===== config.mk =====
export PLATFORM = sky130hd
export DESIGN_NAME = pms_ram
export DESIGN_NICKNAME = d
export VERILOG_FILES = /design/src/pms_ram.sv
export SDC_FILE = /design/constraint.sdc
export NUM_CORES = 1
export LEC_CHECK = 0
export ABC_CLOCK_PERIOD_IN_PS = 2570
export BUFFER_PORTS_ARGS = -buffer_cell sky130_fd_sc_hd__buf_2
export CAP_MARGIN = 10
export CORE_MARGIN = 5
export CORE_UTILIZATION = 55
export CTS_CLUSTER_DIAMETER = 40
export CTS_CLUSTER_SIZE = 8
export DETAILED_ROUTE_END_ITERATION = 8
export GPL_ROUTABILITY_DRIVEN = 0
export PLACE_DENSITY = 0.73
export SYNTH_ARGS = -nofsm -noshare
export SYNTH_HDL_FRONTEND = slang
export SYNTH_SLANG_ARGS = --single-unit

===== constraint.sdc =====
create_clock -name clk -period 2.57 [get_ports clk]
set_clock_uncertainty 0.2 [all_clocks]
set_input_delay 0.3855 -clock clk [delete_from_list [all_inputs] [get_ports clk]]
set_output_delay 0.3855 -clock clk [all_outputs]
set_load 0.02 [all_outputs]

===== src/pms_ram.sv =====
module pms_ram #(
	parameter int WIDTH = 8,
	parameter int DEPTH = 16
) (
	input  logic                                      clk,
	input  logic                                      we,
	input  logic [((DEPTH > 1) ? $clog2(DEPTH) : 1)-1:0] waddr,
	input  logic [WIDTH-1:0]                          wdata,
	input  logic                                      re,
	input  logic [((DEPTH > 1) ? $clog2(DEPTH) : 1)-1:0] raddr,
	output logic [WIDTH-1:0]                          rdata
);
	logic [WIDTH-1:0] mem [DEPTH];

	always_ff @(posedge clk) begin
		if (we) begin
			mem[waddr] <= wdata;
		end
		if (re) begin
			rdata <= mem[raddr];
		end
	end
endmodule


==> impl.org, run 1 <==
** Run status
- Run status :: complete, no violations

** Pwr
- Summed over all cells, the static leakage comes to around 2.1 nW.
- Of the total power, the share spent switching nets is 0.195.
- The worst-case IR drop observed on VDD is 0.000477 V.
- Combinational share of power :: 0.046
- Power density over cell area :: approximately 830 nW/µm²
- Cell internal power was estimated by the tool at 4.16 mW.
- Flop pwr share :: 0.486
- For this design the total switching power over the nets is between 1 and 1.5 mW.
- Of the total power, the clock network draws 0.468.

** Setup path
- For the worst setup path, the data arrival time is roughly 1800 ps.
- For this run, the slowest stage of the critical path takes roughly 540 ps.
- CP max stage cell :: sky130_fd_sc_hd__mux4_1
- Setup slack of the worst register-to-register path :: 850 ps
- Endpoint class of the critical path :: register
- Measured in cells, the most critical reg-to-reg path has a length of 3.
- The signal on the critical path passes through mux4_1, a22oi_1, nand2_1.
- Worst EP required :: roughly 2600 ps
- In this run the worst path has a maximum fanout of 1.
- The setup path with the least slack is of type register to register.
- Startpoint type of the worst setup path :: register

** CTS
- Post-CTS sizing :: 0
- CTS tree :: built
- Clock tree synthesis inserted a total of 17 buffers.
- Count of hold buffers inserted by post-cts repair :: 0
- Maximum buffer depth of the clock tree :: 2
- H-tree depth :: 4
- Root buf cell :: sky130_fd_sc_hd__clkbuf_8
- After clock tree synthesis, the clock-pin slew on the worst setup and hold paths is ~60 ps.
- Clock insertion delay at the later pin of the skew report :: between 500 and 600 ps
- CTS Sinks :: 136
- Setup bufs post-CTS :: 0

** Logic synthesis
- Synthesized instance count :: 229
- Synthesized cell area :: between 5000 and 6000 µm²
- sky130_fd_sc_hd__edfxtp_1 is the most common cell in the netlist.
- Post-synth cell types :: 18
- Of all cell types, the one taking the most synthesized area is sky130_fd_sc_hd__edfxtp_1.
- Most area-consuming cells after synthesis :: sky130_fd_sc_hd__edfxtp_1, sky130_fd_sc_hd__mux4_2, sky130_fd_sc_hd__mux4_1, sky130_fd_sc_hd__a22oi_1, sky130_fd_sc_hd__nor2_1
- Yosys synthesis warning count :: 0
- Number of synthesized register bits :: about 140
- Counting flops with a built-in enable in the synthesized netlist gives around 140.
- Mapped Nets :: roughly 250
- Share of the yosys chip area belonging to registers :: 0.781
- List of most frequent post-synthesis cells :: sky130_fd_sc_hd__edfxtp_1, sky130_fd_sc_hd__mux4_2, sky130_fd_sc_hd__a22oi_1, sky130_fd_sc_hd__mux4_1, sky130_fd_sc_hd__nor2_1
- After synthesis, the share of flip-flops with an asynchronous set or reset is 0.
- Post-Synthesis Mean Instance Area :: approximately 23 µm²
- Top_reg_cell synth :: sky130_fd_sc_hd__edfxtp_1
- Of the post-synthesis cell area, the dominant cell type holds 0.781.

** Detailed routing
- DR vias/cell :: approximately 5.9
- After detailed routing, the total wire length is 9910 µm.
- The detailed router finished its first iteration with just under 200 violations.
- Metal-1 WL :: between 4000 and 5000 µm
- Routed met2 length :: about 5000 µm
- DR DRC count :: 0
- Average wire per standard cell :: approximately 23 µm
- Post-route ant nets :: 0
- Wire segments on met3 add up to around 600 µm in the final route.
- Top layer reached by signal wires :: met4
- Overall via count from detail_route :: about 2.5k
- First-pass DRT Iterations :: 4

** Placement
- Half-perimeter wire length after detailed placement :: approximately 6200 µm
- Number of port buffers :: 26
- Count of placed standard cells including taps :: 393

** Timing
- Adding up every negative setup slack in the final design gives 0 ps.
- Achievable Freq :: slightly below 600 MHz
- In this run the tightest slew margin relative to its limit is 0.483.
- After layout, the minimum clock period comes to around 1700 ps.
- Max-slew violations :: 0
- Worst Tran Pin Value :: 772 ps
- The number of hold violations in the final report was 0.
- In the finished design, the share of the clock period the worst path needs comes to 0.668.
- Final number of setup-violating endpoints :: 0
- Setup repair after global routing missed its margin :: no

** GRT
- Number of global-route vias before repair :: about 2.6k
- The first global-routing pass estimated 15,400 µm of wire.
- Largest net degree at the start of global routing :: 24
- In the global route stage, overall resource usage came out at 0.190.
- The initial antenna violation count came to 0.
- For this run the aggregate overflow at the end of global routing stands at 0.

** Floorplan
- The floorplan has 35 rows.
- The initial utilization of the core area, before any placement, comes to 0.566.
- Die extent in x :: 107 µm
- Die Span Y :: 107 µm
- The floorplan step defined a die boundary enclosing between 10,000 and 15,000 µm².
- During I/O placement, the number of pins put on the boundary was 27.
- Core Region :: about 9200 µm²

** Layout
- In the final layout, the share of cells above drive strength 1 is 0.318.
- The repair_antennas step left the layout with diodes totalling 0.
- Fin util :: 0.671
- Total Nets Final :: 302
- Area added between synthesis and finish :: 18.6%
- Non-filler cells in the finished layout :: between 400 and 500

** Min path
- Counting instances, the worst hold path has a depth of 1.
- In this run the worst hold path is classified as primary input to register.

** Run
- Max-cap violations in this run came to 0.
-- per-layer routing --
metal	vias up	GRT usage
met5	-	0
met2	107	0.302
met3	10	0.0492
met1	1302	0.260
li1	1090	-
met4	0	0.0622
-- power by group through the flow --
stage               Sequential (mW)  Clock (mW)  Combinational (mW)
floorplan                      2.57           0               0.126
global placement               2.56           0               0.234
detailed placement             2.56           0               0.238
CTS                            2.51        2.46               0.242
global route                   2.52        2.57               0.259
finish                         2.51        2.42               0.238
-- layout make-up --
| type | count | area (µm²) |
|---|---|---|
| Multi-Input combinational cell | 83 | 1060 |
| Sequential cell | 136 | 4080 |
| Timing Repair Buffer | 45 | 298 |
| Fill cell | 573 | 3040 |
| Clock inverter | 14 | 180 |
| Clock buffer | 18 | 418 |
| Tap cell | 129 | 161 |
-- sequential cells by signal (all words and copies together), names as in the netlist --
name   count
mem      128
rdata      8
-- cells by family after synthesis --
group,Yosys count,synth area share
AO/OA/AOI/OAI,16,0.0230
buffers and inverters,10,0.0165
flip-flops,136,0.781
multiplexers,32,0.148
AND/OR/NAND/NOR,35,0.0314
-- critical path: cells and delay by family (launching register included) --
family             cells  cell delay (ps)
AOI/OAI and AO/OA      1              240
DFF                    1              370
muxes                  1              540
and+or+nand+nor        1              110
-- per-stage QoR --
step                      instance area [µm²]  power, mW  setup WS, ps  hold slack (ps)
after CTS                                6200       5.21           851             17.3
after global placement                   5600       2.79           415              528
after floorplan                          5230       2.69           492              284
after detailed placement                 5600       2.80           392              535
final                                    6200       5.17           853             33.7
after global routing                     6200       5.34           776             18.3
-- placed cells by master (no fill, tap or decap), drive strengths merged, types with 2 or more instances in the layout --
| cell type | synthesis | routed |
|---|---|---|
| nor2 | 13 | 13 |
| mux4 | 32 | 32 |
| nor3 | 4 | 4 |
| clkbuf | 0 | 18 |
| a22oi | 16 | 16 |
| buf | 7 | 45 |
| edfxtp | 136 | 136 |
| nand3b | 2 | 2 |
| bufinv | 0 | 4 |
| nand2b | 2 | 2 |
| clkinvlp | 0 | 3 |
| nand2 | 9 | 9 |
| clkinv | 0 | 6 |
-- final timing paths --
path	endpoint	start
max	rdata[0]$_DFFE_PP_	mem[5][0]$_DFFE_PP_
min	rdata[1]$_DFFE_PP_	re
max reg2reg	rdata[0]$_DFFE_PP_	mem[5][0]$_DFFE_PP_
min reg2reg	rdata[6]$_DFFE_PP_	mem[14][6]$_DFFE_PP_
No activity file was read; power rests on OpenSTA's default activity.
==> inputs of run 2 (changes only) <==
--- a/config.mk
+++ b/config.mk
@@ -5,7 +5,8 @@
 export SDC_FILE = /design/constraint.sdc
 export NUM_CORES = 1
 export LEC_CHECK = 0
-export ABC_CLOCK_PERIOD_IN_PS = 2570
+export ABC_AREA = 1
+export ABC_CLOCK_PERIOD_IN_PS = 1410
 export BUFFER_PORTS_ARGS = -buffer_cell sky130_fd_sc_hd__buf_2
 export CAP_MARGIN = 10
 export CORE_MARGIN = 5
@@ -14,7 +15,7 @@
 export CTS_CLUSTER_SIZE = 8
 export DETAILED_ROUTE_END_ITERATION = 8
 export GPL_ROUTABILITY_DRIVEN = 0
-export PLACE_DENSITY = 0.73
+export PLACE_DENSITY = 0.75
 export SYNTH_ARGS = -nofsm -noshare
 export SYNTH_HDL_FRONTEND = slang
 export SYNTH_SLANG_ARGS = --single-unit
==> constraint.sdc (replaced) <==
create_clock -name clk -period 1.41 [get_ports clk]
set_clock_uncertainty 0.2 [all_clocks]
set_input_delay 0.2115 -clock clk [delete_from_list [all_inputs] [get_ports clk]]
set_output_delay 0.2115 -clock clk [all_outputs]
set_load 0.02 [all_outputs]
==> run 2 against run 1 <==
Effect of this change:
- the run now ends with setup timing left
- clock power increased by 60%
- combinational power increased to 2.8 times the previous value
- non-clock buffer count grew 22
- sequential cell count unchanged
- final area rose by 12%
- register-to-register slack got worse by 820 ps
- total power is 76% higher
- sequential share of layout area fell by 7.0 points
- synthesized cell count increased by 140%
- largest cell class unchanged
- largest power group unchanged
==> impl.org, run 2 <==
** Run status
- Run status :: finished, violations left
- The checks that failed: setup timing.

** Logic synthesis
- The xor/xnor share of the synthesized area came to 0 (unchanged).
- Post-synthesis share of cell area spent on full adders, half adders and majority gates :: 0 (unchanged)
- Proportion of synthesized area in mux cells :: 0 (-0.148)
- Share of the yosys chip area belonging to registers :: 0.698 (-0.0828)
- The average cell area after synthesis is 10.6 µm² (-54%).
- The number of cells produced by synthesis is 551 (+140%).
- The total standard cell area after synthesis came to 5850 µm² (+12%).
- Combinational family with the most area after synthesis :: simple AND/OR/NAND/NOR gates
- The number of nets in the synthesized netlist came to 570 (+130%).
- In the synthesized netlist, the cells that appear most often are sky130_fd_sc_hd__nand2_1, sky130_fd_sc_hd__edfxtp_1, sky130_fd_sc_hd__inv_1, sky130_fd_sc_hd__nand3_1, sky130_fd_sc_hd__nor2_1.
- The register bit count reported by yosys came to 136 (unchanged).
- Compound-Gate Fraction of Synth Area :: 0 (-0.0230)
- Synthesized-area fraction occupied by and/or/nand/nor cells :: 0.208 (+0.176)
- In the post-synthesis netlist, the cell with the most instances is sky130_fd_sc_hd__nand2_1.
- The count of distinct cell types in the synthesized netlist was 11 (-7).
- The number of warning messages in the yosys log came to 0 (unchanged).
- For this run, the leading register cell type out of synthesis is sky130_fd_sc_hd__edfxtp_1.
- The number of enable flip-flop cells after synthesis came to 136 (unchanged).
- Most area-hungry cell type in the Yosys netlist :: sky130_fd_sc_hd__edfxtp_1
- The portion of synthesized cell area occupied by the leading cell type came to 0.698 (-0.0828).
- By area the synthesized netlist is led by sky130_fd_sc_hd__edfxtp_1, sky130_fd_sc_hd__nand2_1, sky130_fd_sc_hd__nand3_1, sky130_fd_sc_hd__inv_1, sky130_fd_sc_hd__buf_6.
- The share of synthesized registers carrying an async set or reset is 0 (unchanged).

** Floorplan
- Floorplan die area :: 12,800 µm² (+11%)
- The horizontal die dimension came to 113 µm (+5.2%).
- Core Region :: 10,400 µm² (+12%)
- The count of standard-cell rows was 37 (+5.7%).
- Die Span Y :: 113 µm (+5.2%)
- I/O pin cnt :: 27 (unchanged)
- Effective utilization at floorplan :: 0.564 (-0.00191)

** Detailed routing
- Overall via count from detail_route :: 4,147 (+65%)
- The via-per-instance ratio is 5.45 (-7.7%).
- The count of routing violations after the opening detailed-route iteration was 557 (+190%).
- DR DRC count :: 0 (unchanged)
- The wire length after detailed routing is 13,800 µm (+39%).
- The count of nets left with antenna violations after detail routing is 0 (unchanged).
- Average wire per standard cell :: 18.1 µm (-22%)
- The number of iterations in the first detailed-routing pass is 7 (+3).

** Layout
- Leading cell type in the layout, fill and taps excluded :: sky130_fd_sc_hd__nand2_1
- The number of antenna cells inserted was 0 (unchanged).
- Counting flops per register, the top entry is mem.
- Area added between synthesis and finish :: 18.6% (about the same)
- Ratio of cells with drive above 1 in the final layout :: 0.136 (-0.182)
- The flip-flop count of the largest register after layout was 128 (unchanged).
- Leading registers by flop count :: mem (128), rdata (8)
- Total Nets Final :: 632 (+110%)
- Post-route cell area :: 6930 µm² (+12%)
- Most frequent cells in the layout :: sky130_fd_sc_hd__nand2_1, sky130_fd_sc_hd__edfxtp_1, sky130_fd_sc_hd__inv_1

** Setup path
- Delay of the slowest cell on the worst path :: 440 ps (-100 ps)
- Buf/Inv on CP :: 1 (+1)
- Max Fanout on Critical Path :: 1 (unchanged)
- The worst setup path is captured at an output port.
- Worst EP required :: 1000 ps (-1620 ps)
- The worst setup path is launched from a register.
- Broken down by cell family, the worst path's largest delay share belongs to flip-flops.
- Among all stages on the critical path, the largest delay is contributed by sky130_fd_sc_hd__edfxtp_1.
- The worst setup path is of the register to output port kind.
- Critical path cell sequence :: buf_6
- The arrival time at the worst endpoint is 1130 ps (-640 ps).

** CTS
- The post-CTS setup buffer count came to 0 (unchanged).
- Maximum buffer depth of the clock tree :: 2 (unchanged)
- CTS tree :: built
- Clock insertion delay at the later pin of the skew report :: 530 ps (+20 ps)
- H-tree depth :: 4 (unchanged)
- The CTS buffer count is 17 (unchanged).
- The clock transition at the registers of the reported paths is 60 ps (about the same).
- The cell sitting at the root of the clock tree is a sky130_fd_sc_hd__clkbuf_8.
- The number of clock sinks is 136 (unchanged).

** GRT
- Largest net degree at the start of global routing :: 33 (+38%)
- Number of global-route vias before repair :: 4,130 (+59%)
- Total GRT Usage :: 0.226 (+0.0364)
- Global route overflow :: 0 (unchanged)
- The first-pass GRT wire length is 21,700 µm (+41%).
- Number of antenna violations at the first check in global routing :: 0 (unchanged)

** Timing
- Max-slew violations :: 0 (unchanged)
- Number of failing hold endpoints at the final stage :: 0 (unchanged)
- Final min period :: 1550 ps
- The worst hold-check slack came to 99.8 ps (+66.0 ps).
- The pin slew with the least headroom to its limit was 640 ps (-132 ps).
- The worst setup margin is -135 ps (-988 ps).
- Worst slew margin :: 0.573 (+0.0895)
- Final period util :: 1.10
- Setup repair after global routing could not meet its margin everywhere.
- For this run, the top clock speed supported by timing is 647 MHz.
- The final count of negative-setup-slack endpoints is 8 (+8).

** Pwr
- The leakage power total is 3.01 nW (+43%).
- The power density over cell area is 1320 nW/µm² (+58%).
- The maximum ir drop on the vdd rail came to 0.000887 V (+86%).

** Placement
- Half-perimeter wire length after detailed placement :: 8380 µm (+34%)
- Placed cell area :: 6280 µm² (+12%)
- Number of port buffers :: 26 (unchanged)

** Run
- The max-capacitance violation count came to 0 (unchanged).

** Min path
- Type of the tightest min-delay check :: primary input to register
-- run 2: cell count changes after synthesis, sizes merged, moves of 2 or more --
| cell | previous run | this run |
|---|---|---|
| nor2 | 13 | 17 |
| nand2 | 9 | 173 |
| mux4 | 32 | 0 |
| nand2b | 2 | 0 |
| buf | 7 | 24 |
| a22oi | 16 | 0 |
| clkdlybuf4s25 | 3 | 0 |
| inv | 0 | 102 |
| nor3 | 4 | 0 |
| nand3 | 1 | 97 |
-- run 2: cells by family after synthesis --
| group | Yosys count |
|---|---|
| simple gates | 289 |
| flops | 136 |
| buf+inv | 126 |
-- run 2: worst reg2reg max path: cells and delay by family, from the launching register on --
family | cells | cell delay (ps)
and+or+nand+nor | 5 | 500
DFF | 1 | 360
buffers and inverters | 1 | 60
-- run 2: timing repair --
item	CTS	global route
resized for setup	12	3
hold buffers	10	0
setup endpoints to repair	8	9
hold endpoints to repair	137	0
-- run 2: per-stage QoR --
step / TNS, ps / util / total power [mW] / setup slack, ps / std cells
after floorplan: 0 / - / 5.00 / 47.7 / 551
after global placement: -1220 / 0.605 / 5.25 / -206 / 720
final: -821 / 0.669 / 9.13 / -135 / 761
after detailed placement: -2170 / 0.605 / 5.27 / -250 / 720
after CTS: -892 / 0.668 / 9.13 / -134 / 761
after global routing: -950 / 0.669 / 9.37 / -146 / 761
-- run 2: layer usage --
metal	part of all wire	wire length [µm]	vias up	GRT usage
met1	0.40	5480	2003	0.298
met2	0.50	6850	202	0.372
met3	0.079	1100	33	0.0428
met5	0	0	-	0
li1	-	-	1909	-
met4	0.027	375	0	0.0946
-- run 2: area by class of cell --
type,count,area [µm²]
Clock inverter,11,83.8
Sequential cell,136,4080
Tap cell,136,170
Multi-Input combinational cell,289,1220
Timing Repair Buffer,67,569
Inverter,102,383
Fill cell,773,3440
Clock buffer,20,425
-- run 2: power breakdown --
group	total, mW	internal, mW	leakage [nW]	switching [mW]
Sequential	4.59	4.56	1.24	0.0343
Clock	3.88	2.29	0.243	1.59
Combinational	0.657	0.227	1.53	0.430
Total	9.13	7.07	3.01	2.05
-- run 2: worst paths after layout --
check | startpoint | endpoint | slack [ps] | depth (start not counted)
max | rdata[4]$_DFFE_PP_ | rdata[4] | -140 | 1
min | raddr[2] | rdata[7]$_DFFE_PP_ | 100 | 5
max reg2reg | mem[1][7]$_DFFE_PP_ | rdata[7]$_DFFE_PP_ | 30 | 6
min reg2reg | mem[5][1]$_DFFE_PP_ | rdata[1]$_DFFE_PP_ | 560 | 6
